## src/rtl/ansdet_pkg.sv

```systemverilog
// package with event codes, verdict and cause codes and register defaults for the detector
package ansdet_pkg;

  typedef enum logic [1:0] {
    OP_START   = 2'd0,
    OP_FRAME   = 2'd1,
    OP_TIMEOUT = 2'd2,
    OP_HANGUP  = 2'd3
  } op_t;

  typedef enum logic [1:0] {
    VERDICT_MACHINE = 2'd0,
    VERDICT_HUMAN   = 2'd1,
    VERDICT_NOTSURE = 2'd2,
    VERDICT_HANGUP  = 2'd3
  } verdict_t;

  typedef enum logic [2:0] {
    CAUSE_TOO_LONG      = 3'd0,
    CAUSE_INIT_SILENCE  = 3'd1,
    CAUSE_HUMAN_SILENCE = 3'd2,
    CAUSE_MAX_WORDS     = 3'd3,
    CAUSE_LONG_GREETING = 3'd4,
    CAUSE_MAX_WORD_LEN  = 3'd5,
    CAUSE_HANGUP        = 3'd6
  } cause_t;

  typedef enum logic [2:0] {
    REG_INIT_SILENCE  = 3'd0,
    REG_GREETING      = 3'd1,
    REG_AFTER_GREET   = 3'd2,
    REG_TOTAL_LIMIT   = 3'd3,
    REG_MIN_WORD      = 3'd4,
    REG_BETWEEN_WORDS = 3'd5,
    REG_MAX_WORDS     = 3'd6,
    REG_MAX_WORD_LEN  = 3'd7
  } reg_idx_t;

  typedef struct packed {
    logic [15:0] detail;
    cause_t      cause;
    verdict_t    verdict;
  } result_t;

  localparam logic [15:0] INIT_SILENCE_RST  = 16'd2500;
  localparam logic [15:0] GREETING_RST      = 16'd1500;
  localparam logic [15:0] AFTER_GREET_RST   = 16'd800;
  localparam logic [15:0] TOTAL_LIMIT_RST   = 16'd5000;
  localparam logic [15:0] MIN_WORD_RST      = 16'd100;
  localparam logic [15:0] BETWEEN_WORDS_RST = 16'd50;
  localparam logic [7:0]  MAX_WORDS_RST     = 8'd3;
  localparam logic [15:0] MAX_WORD_LEN_RST  = 16'd5000;

endpackage

```

## src/rtl/answering_machine_detector_unit.sv

```systemverilog
// top level of the call-start detector: event decode, counters, decision and output skid
//
//  port group | dir | tdata (low bit up)                          | tuser
//  in_        | in  | frame_ms[7:0], silence_ms[23:8]             | operation[1:0]
//  out_       | out | verdict[1:0], cause[4:2], detail[20:5], pad | -
//  cfg_       | in  | write enable, 3-bit index, 16-bit data      | -
//
// one word per cycle while in_tready is high; each word is processed in the cycle it is accepted
// a decision is registered into the out_ register, or into the skid entry while out_ is stalled
// out_ has a register plus one skid entry; in_tready drops only while the skid is full
// synchronous active-low reset restores register defaults and opens a new call
module answering_machine_detector_unit
  import ansdet_pkg::*;
(
  input  logic        clk,
  input  logic        rst_n,
  input  logic        in_tvalid,
  output logic        in_tready,
  input  logic [23:0] in_tdata,   // frame_ms, silence_ms
  input  logic [1:0]  in_tuser,   // operation
  output logic        out_tvalid,
  input  logic        out_tready,
  output logic [23:0] out_tdata,  // verdict, cause, detail, zero pad
  input  logic        cfg_we,
  input  logic [2:0]  cfg_addr,
  input  logic [15:0] cfg_wdata
);

  logic [15:0] init_sil_lim_r, greet_lim_r, after_greet_r, total_lim_r;
  logic [15:0] min_word_r, between_words_r, max_word_len_r;
  logic [7:0]  max_words_r;

  logic [15:0] total_r, total_nxt, voice_r, voice_nxt, cons_r, cons_nxt;
  logic [7:0]  words_r, words_nxt;
  logic        init_r, init_nxt, greet_r, greet_nxt, in_word_r, in_word_nxt;
  logic        decided_r, decided_nxt;

  logic        out_valid_r, out_valid_nxt, skid_valid_r, skid_valid_nxt;
  result_t     out_data_r, out_data_nxt, skid_data_r, skid_data_nxt;

  logic        in_fire, res_v;
  result_t     res;
  op_t         op;
  logic [7:0]  frame_ms;
  logic [15:0] silence_ms;
  logic [16:0] total_sum, voice_sum, cons_sum;
  logic [15:0] total_sat, voice_sat, cons_sat;

  assign in_tready  = !skid_valid_r;
  assign in_fire    = in_tvalid && in_tready;
  assign op         = op_t'(in_tuser);
  assign frame_ms   = in_tdata[7:0];
  assign silence_ms = in_tdata[23:8];

  assign total_sum = {1'b0, total_r} + {9'd0, frame_ms};
  assign voice_sum = {1'b0, voice_r} + {9'd0, frame_ms};
  assign cons_sum  = {1'b0, cons_r} + {9'd0, frame_ms};
  assign total_sat = total_sum[16] ? 16'hFFFF : total_sum[15:0];
  assign voice_sat = voice_sum[16] ? 16'hFFFF : voice_sum[15:0];
  assign cons_sat  = cons_sum[16] ? 16'hFFFF : cons_sum[15:0];

  // configuration registers
  always_ff @(posedge clk) begin
    if (!rst_n) begin
      init_sil_lim_r  <= INIT_SILENCE_RST;
      greet_lim_r     <= GREETING_RST;
      after_greet_r   <= AFTER_GREET_RST;
      total_lim_r     <= TOTAL_LIMIT_RST;
      min_word_r      <= MIN_WORD_RST;
      between_words_r <= BETWEEN_WORDS_RST;
      max_words_r     <= MAX_WORDS_RST;
      max_word_len_r  <= MAX_WORD_LEN_RST;
    end else if (cfg_we) begin
      unique case (reg_idx_t'(cfg_addr))
        REG_INIT_SILENCE:  init_sil_lim_r  <= cfg_wdata;
        REG_GREETING:      greet_lim_r     <= cfg_wdata;
        REG_AFTER_GREET:   after_greet_r   <= cfg_wdata;
        REG_TOTAL_LIMIT:   total_lim_r     <= cfg_wdata;
        REG_MIN_WORD:      min_word_r      <= cfg_wdata;
        REG_BETWEEN_WORDS: between_words_r <= cfg_wdata;
        REG_MAX_WORDS:     max_words_r     <= cfg_wdata[7:0];
        REG_MAX_WORD_LEN:  max_word_len_r  <= cfg_wdata;
        default: ;
      endcase
    end
  end

  // per-call state update and decision
  always_comb begin
    total_nxt   = total_r;
    voice_nxt   = voice_r;
    cons_nxt    = cons_r;
    words_nxt   = words_r;
    init_nxt    = init_r;
    greet_nxt   = greet_r;
    in_word_nxt = in_word_r;
    decided_nxt = decided_r;
    res_v       = 1'b0;
    res.verdict = VERDICT_NOTSURE;
    res.cause   = CAUSE_TOO_LONG;
    res.detail  = total_r;
    if (in_fire) begin
      unique case (op)
        OP_START: begin
          total_nxt   = '0;
          voice_nxt   = '0;
          cons_nxt    = '0;
          words_nxt   = '0;
          init_nxt    = 1'b1;
          greet_nxt   = 1'b0;
          in_word_nxt = 1'b0;
          decided_nxt = 1'b0;
        end
        OP_HANGUP: begin
          if (!decided_r) begin
            res_v       = 1'b1;
            res.verdict = VERDICT_HANGUP;
            res.cause   = CAUSE_HANGUP;
            res.detail  = '0;
          end
        end
        OP_TIMEOUT: begin
          res_v = !decided_r;
        end
        OP_FRAME: begin
          if (!decided_r) begin
            total_nxt = total_sat;
            if (total_sat >= total_lim_r) begin
              res_v      = 1'b1;
              res.detail = total_sat;
            end else if (silence_ms != '0) begin
              if (silence_ms >= between_words_r) begin
                in_word_nxt = 1'b0;
                cons_nxt    = '0;
              end
              if (init_r && silence_ms >= init_sil_lim_r) begin
                res_v       = 1'b1;
                res.verdict = VERDICT_MACHINE;
                res.cause   = CAUSE_INIT_SILENCE;
                res.detail  = silence_ms;
              end else if (greet_r && silence_ms >= after_greet_r) begin
                res_v       = 1'b1;
                res.verdict = VERDICT_HUMAN;
                res.cause   = CAUSE_HUMAN_SILENCE;
                res.detail  = silence_ms;
              end
            end else begin
              cons_nxt  = cons_sat;
              voice_nxt = voice_sat;
              if (cons_sat >= min_word_r && !in_word_r) begin
                words_nxt   = (words_r == 8'hFF) ? words_r : words_r + 8'd1;
                in_word_nxt = 1'b1;
              end
              if (cons_sat >= max_word_len_r) begin
                res_v       = 1'b1;
                res.verdict = VERDICT_MACHINE;
                res.cause   = CAUSE_MAX_WORD_LEN;
                res.detail  = cons_sat;
              end else if (words_nxt >= max_words_r) begin
                res_v       = 1'b1;
                res.verdict = VERDICT_MACHINE;
                res.cause   = CAUSE_MAX_WORDS;
                res.detail  = {8'd0, words_nxt};
              end else if (greet_r && voice_sat >= greet_lim_r) begin
                res_v       = 1'b1;
                res.verdict = VERDICT_MACHINE;
                res.cause   = CAUSE_LONG_GREETING;
                res.detail  = voice_sat;
              end else if (cons_sat >= min_word_r && !greet_r) begin
                init_nxt  = 1'b0;
                greet_nxt = 1'b1;
              end
            end
          end
        end
        default: ;
      endcase
      if (res_v) begin
        decided_nxt = 1'b1;
      end
    end
  end

  // output register with one skid entry
  always_comb begin
    out_valid_nxt  = out_valid_r;
    out_data_nxt   = out_data_r;
    skid_valid_nxt = skid_valid_r;
    skid_data_nxt  = skid_data_r;
    if (!out_valid_r || out_tready) begin
      if (skid_valid_r) begin
        out_valid_nxt  = 1'b1;
        out_data_nxt   = skid_data_r;
        skid_valid_nxt = res_v;
        skid_data_nxt  = res;
      end else begin
        out_valid_nxt = res_v;
        out_data_nxt  = res;
      end
    end else if (res_v) begin
      skid_valid_nxt = 1'b1;
      skid_data_nxt  = res;
    end
  end

  always_ff @(posedge clk) begin
    if (!rst_n) begin
      total_r      <= '0;
      voice_r      <= '0;
      cons_r       <= '0;
      words_r      <= '0;
      init_r       <= 1'b1;
      greet_r      <= 1'b0;
      in_word_r    <= 1'b0;
      decided_r    <= 1'b0;
      out_valid_r  <= 1'b0;
      skid_valid_r <= 1'b0;
    end else begin
      total_r      <= total_nxt;
      voice_r      <= voice_nxt;
      cons_r       <= cons_nxt;
      words_r      <= words_nxt;
      init_r       <= init_nxt;
      greet_r      <= greet_nxt;
      in_word_r    <= in_word_nxt;
      decided_r    <= decided_nxt;
      out_valid_r  <= out_valid_nxt;
      skid_valid_r <= skid_valid_nxt;
    end
  end

  always_ff @(posedge clk) begin
    out_data_r  <= out_data_nxt;
    skid_data_r <= skid_data_nxt;
  end

  assign out_tvalid = out_valid_r;
  assign out_tdata  = {3'd0, out_data_r};

  a_skid_behind_out: assert property (@(posedge clk) disable iff (!rst_n)
    skid_valid_r |-> out_valid_r)
    else $error("skid entry held while output register empty");

  a_decision_latches: assert property (@(posedge clk) disable iff (!rst_n)
    res_v |=> decided_r)
    else $error("decision given but call not closed");

  a_one_per_call: assert property (@(posedge clk) disable iff (!rst_n)
    (decided_r && !(in_fire && op == OP_START)) |-> !res_v)
    else $error("second decision in one call");

  a_phase_exclusive: assert property (@(posedge clk) disable iff (!rst_n)
    !(init_r && greet_r))
    else $error("initial silence and greeting both set");

endmodule

```

## config.mk

```make
export PLATFORM = sky130hd
export DESIGN_NAME = answering_machine_detector_unit
export DESIGN_NICKNAME = d
export VERILOG_FILES = /design/src/rtl/ansdet_pkg.sv /design/src/rtl/answering_machine_detector_unit.sv
export SDC_FILE = /design/constraint.sdc
export NUM_CORES = 1
export LEC_CHECK = 0
export BUFFER_PORTS_ARGS = -buffer_cell sky130_fd_sc_hd__clkbuf_2
export CORE_MARGIN = 5
export CORE_UTILIZATION = 53
export DETAILED_ROUTE_END_ITERATION = 10
export PLACE_DENSITY = 0.7
export SLEW_MARGIN = 10
export SYNTH_ARGS = -nofsm -noshare
export SYNTH_HDL_FRONTEND = slang
export SYNTH_SLANG_ARGS = --single-unit
```

## constraint.sdc

```tcl
create_clock -name clk -period 22.3 [get_ports clk]
set_clock_uncertainty 0.15 [all_clocks]
set_input_delay 1.115 -clock clk [delete_from_list [all_inputs] [get_ports clk]]
set_output_delay 1.115 -clock clk [all_outputs]
set_load 0.03 [all_outputs]
```

== Word level (Yosys, flattened, before mapping) ==
Cells that the tools add are included.
Operators by class
  add/subtract/negate cells: 4
  magnitude comparators: 8
  eq/ne operators: 21
  muxes and demuxes: 81
  reduce and logical (&&, ||, !) cells: 33
Operators by type and width (number)
  $mux 21: 13
  $mux 16: 12
  $ge 16x16->1: 7
  $pmux 16 s2: 3
  $mux 8: 10
  $add 16x8->17: 3
  $pmux 21 s2: 1
  $mux 1: 36
  $reduce_and 2->1: 10
  $ne 2x2->1 const B: 8
  $pmux 8 s2: 1
  $reduce_bool 16->1: 1
  $eq 3x3->1 const B: 4
  $reduce_and 5->1: 2
  $reduce_and 9->1: 1
  $add 8x1->8 const B: 1
  $eq 8x8->1 const B: 1
  $ge 8x8->1: 1
  $eq 3x2->1 const B: 2
  $logic_and 1x1->1: 6
  $ne 3x3->1 const B: 2
  $pmux 1 s2: 3
  $reduce_and 6->1: 1
  $reduce_bool 2->1: 3
  other kinds (10): 15
Word-level totals
  register bits: 224
  input port bits: 50
  output and inout port bits: 26

== Logic depth before layout (Yosys ltp) ==
  depth in word-level cells: 21
  depth in mapped cells: 25
  gate-level depth less buffers: 23

== Least setup slack after synthesis ==
OpenSTA, ideal clock, no wires.
  path kind: input to register
  from: input in_tdata[0]
  to: register skid_data_r[0] in the netlist's numbering (enable)
  library setup time: 428 ps
  data arrival time: 7219 ps
  data required time: 21722 ps
  path slack: 14502 ps
  stages: 23
  buffers on the path: 1
  path through: ha_1 fa_1 a211oi_1 o21a_1 a21o_1 o21ai_0 mux2_2 ha_1 and4_1 nand3_1 nor3_1 a211oi_1 buf_2 nor3_1 mux2_2 ha_1 and3_1 and3_1 a21oi_1 nand3_1 a2bb2oi_1 o31ai_1 o21ai_0
On the way
  longest elaborated chain between the ends: 21
  elaborated cells between the ends (all ways): 30
RTL lines
  start, declared: RTL line answering_machine_detector_unit.sv:19  | input logic [23:0] in_tdata,
  $add 16x8->17: RTL line answering_machine_detector_unit.sv:57  | assign cons_sum = {1'b0, cons_r} + {9'd0, frame_ms};
  $mux 16: RTL line answering_machine_detector_unit.sv:60  | assign cons_sat = cons_sum[16] ? 16'hFFFF : cons_sum[15:0];
  $ge 16x16->1: RTL line answering_machine_detector_unit.sv:150  | if (cons_sat >= min_word_r && !in_word_r) begin
  $logic_and 1x1->1: RTL line answering_machine_detector_unit.sv:150
  $mux 8: RTL line answering_machine_detector_unit.sv:150
  $mux 8: RTL line answering_machine_detector_unit.sv:131  | end else if (silence_ms != '0) begin
  $mux 8: RTL line answering_machine_detector_unit.sv:128  | if (total_sat >= total_lim_r) begin
  $mux 8: RTL line answering_machine_detector_unit.sv:126  | if (!decided_r) begin
  (+4 left out)
  $mux 1: RTL line answering_machine_detector_unit.sv:154  | if (cons_sat >= max_word_len_r) begin
  $mux 1: RTL line answering_machine_detector_unit.sv:131
  $mux 1 (*): RTL line answering_machine_detector_unit.sv:128
  $mux 1 (*): RTL line answering_machine_detector_unit.sv:126
  $pmux 1 s3 (*): RTL line answering_machine_detector_unit.sv:103  | unique case (op)
  $mux 1 (*) (2 in series): RTL line answering_machine_detector_unit.sv:102  | if (in_fire) begin
  $reduce_bool 2->1 (no line) (*)
  $reduce_and 2->1 (no line) (*)
  end signal, assigned: RTL line answering_machine_detector_unit.sv:234  | skid_data_r <= skid_data_nxt;
  end, declared: RTL line answering_machine_detector_unit.sv:39  | result_t out_data_r, out_data_nxt, skid_data_r, skid_data_nxt;
Every way passes the cells marked *; elsewhere a longest branch is shown, timed or not. The select of a mux whose other input is x is not followed.
A chain may end at the register's enable or synchronous reset.

== Worst setup path in the final report ==
Same ends and word-level chain as after synthesis.

==> impl_metrics.ini <==
[global_routing]
grtUsageTotal_pct = 31.1
grt_pass1_wl_mm = 75.0
antenna_found_initial = 0
grt_max_degree = 88
grt.overflow.total = 0
grt_pass1_vias = 12861

[floorplan]
die-width_um = 174
initial_core_util_pct = 53.5
die_h_um = 174
io_pins = 76
core_um2 = 26700
rows = 60
dieArea_um2 = 30300

[cells_and_area]
final_area_um2 = 15700
area_delta_synth_final_pct = 9.89
fill_cells = 2474
num_antenna_cells = 0
drive_gt1_share_pct = 8.87
layout.nets = 2016

[route]
num_vias = 13620
drtIter0Drc = 1685
drc = 0
avgRoutedWirePerCell_um = 22.1
ant_nets = 0
vias_per_cell = 6.25
wl_mm = 48.2
drtPass1Iterations = 6

[synthesis]
seq_area_frac_synth_pct = 34.3
syn_area_per_cell_um2 = 7.96
ys_async_sr_fraction_pct = 0
synth_ff_type = dfxtp_1
syn_area_um2 = 14300
synth_top_area_share_pct = 25.5
yosysWarnings = 0
yosys.cell_count.top_type = nand2_1
synthCells = 1795
ys_ff_latch = 224
ys_top_cells_by_count = nand2_1 (325), a21oi_1 (183), dfxtp_1 (182), ha_1 (145), inv_1 (129)
netlist_top_cells_area = dfxtp_1 (25%), ha_1 (13%), edfxtp_1 (8.8%), nand2_1 (8.5%), a21oi_1 (6.4%)
ys_types = 78
synth_edf_count = 42
yosysTopAreaCell = dfxtp_1

[sta]
tns_ns = 0
setup_violations = 0
min_period_ns = 7.78
tightest_slew_ns = 1.13
drv_slew = 0
finalHoldViolCount = 0
setup_slack_ns = 14.52
fin_crit_sh_pct = 34.9
rsz0062_at_grt = false
fin_worst_hold_slack_ns = 0.303
max_freq_ghz = 0.129
max-slew-margin-rel_pct = 24.6

[setup_path]
worstReg2RegStart = cons_r[0]
cp.arrival_ns = 7.79
reg2reg_slack_ns = 14.92
crit_path_end_kind = flop
cp.required_ns = 22.32
path_class = in2reg
critPathMaxFanout = 21
reg2regPathDepth = 24
rr_endpoint = skid_data_r[0]
cp-start-kind = input port

[power_and_ir_drop]
p_int_uw = 705
cellPowerDensity_nw_per_um2 = 62.2
power_uw = 977
clockPowerShare_pct = 43.9
seqPwrFrac_pct = 43.8
power_leakage_nw = 6.41
combPwrFrac_pct = 12.3
p_sw_uw = 272
ir_worst_vdd_uv = 57.4
swShare_pct = 27.8

[worst_hold_path]
worstHoldEndpoint = after_greet_r[2]
hold_path_class = reg2reg
min_from = after_greet_r[2]
hold_path_depth = 2

[clock_tree]
cts.sinks = 224
cts_tree = built
cts_buffers = 26
clkLatencyLatePin_ns = 0.55
post_cts_buffers = 0
hold_buffers = 0
clock_path_buffers = 3
path_clk_slew_ns = 0.06
cts_max_level = 1
cts.repair.resized = 0
cts-root-buf = clkbuf_16

[placed_design]
place_hpwl_mm = 36.0
gp_congestion = 1.06
post-place-ws_ns = 14.10
portBuffers = 72
dpl_cell_area_um2 = 14900

[run_status]
status = completed

[flow_run]
maxCapViolCount = 0
## cell usage in the layout, fill, tap and decap left out, types with 26 or more instances in the layout
cell type	count
a21o_1	44
a21oi_1	183
a22oi_1	37
clkbuf_16	26
clkbuf_2	72
dfxtp_1	182
edfxtp_1	42
ha_1	145
inv_1	128
nand2_1	325
nand3_1	49
nor2_1	104
o211ai_1	43
o21a_1	29
o21ai_0	87
## critical path: stages
cell and delay, ns:
clkbuf_2 0.11, ha_1 0.22, fa_1 0.44, a211oi_1 0.39, o21a_1 0.27, a21o_1 0.18
nor2_1 0.07, a21oi_1 0.47, ha_1 0.34, and4_1 0.21, a31oi_1 0.19, o221ai_1 0.15
a211oi_1 0.23, buf_4 0.21, or3_1 0.31, mux2_2 0.42, ha_1 0.29, nand2_1 0.05
o21ai_0 0.21, a21oi_1 0.10, buf_4 0.18, nand3_1 0.24, a2bb2oi_1 0.28, o31ai_1 0.19
o21ai_2 0.91
## layer usage
metal	GRT usage (%)	up-vias	wire length [um]
met5	0	-	0
met1	44.7	6341	21000
met2	45.5	697	19600
li1	-	6457	-
met4	14.3	0	2730
met3	5.37	125	4800
## through the flow
step,cells,util (%)
global route,2179,58.8
CTS,2179,58.8
global placement,2131,55.6
floorplan,1797,-
detailed placement,2131,55.6
finish,2179,58.8
## worst max-delay path by stage
| stage | startpoint | endpoint | slack, ns |
|---|---|---|---|
| floorplan | in_tdata[0] | skid_data_r[0] | 14.50 |
| global placement | in_tdata[0] | skid_data_r[0] | 14.29 |
| detailed placement | in_tdata[0] | skid_data_r[0] | 14.10 |
| CTS | in_tdata[0] | skid_data_r[5] | 14.64 |
| global route | in_tdata[0] | skid_data_r[5] | 14.05 |
| finish | in_tdata[0] | skid_data_r[0] | 14.52 |
## area by class of cell
| cell class | instances | area (um^2) | share of cell area [%] |
|---|---|---|---|
| timing repair buffer | 92 | 510 | 3.25 |
| clock inverter | 17 | 160 | 1.02 |
| sequential | 224 | 4900 | 31.2 |
| clock buffer | 31 | 689 | 4.39 |
| multi-input combinational | 1345 | 8530 | 54.3 |
| inverter | 129 | 487 | 3.10 |
| tap | 341 | 427 | 2.72 |
## logic make-up after synthesis
family | count (synthesis) | synth area share (%)
other | 1 | 0.0262
AOI/OAI and AO/OA | 563 | 25.7
and+or+nand+nor | 599 | 18.5
buffers and inverters | 228 | 6.26
adders and majority gates | 148 | 13.1
muxes | 12 | 0.937
xor gates and xnor gates | 20 | 1.23
DFF | 224 | 34.3
## power groups by stage
stage                     Clock [mW]  Sequential [mW]  Combinational [mW]
after floorplan                    0            0.442              0.0684
after CTS                      0.433            0.428               0.118
after detailed placement           0            0.437               0.117
final                          0.429            0.428               0.120
after global routing           0.451            0.429               0.131
after global placement             0            0.437               0.115
No activity file was read; power rests on OpenSTA's default activity.
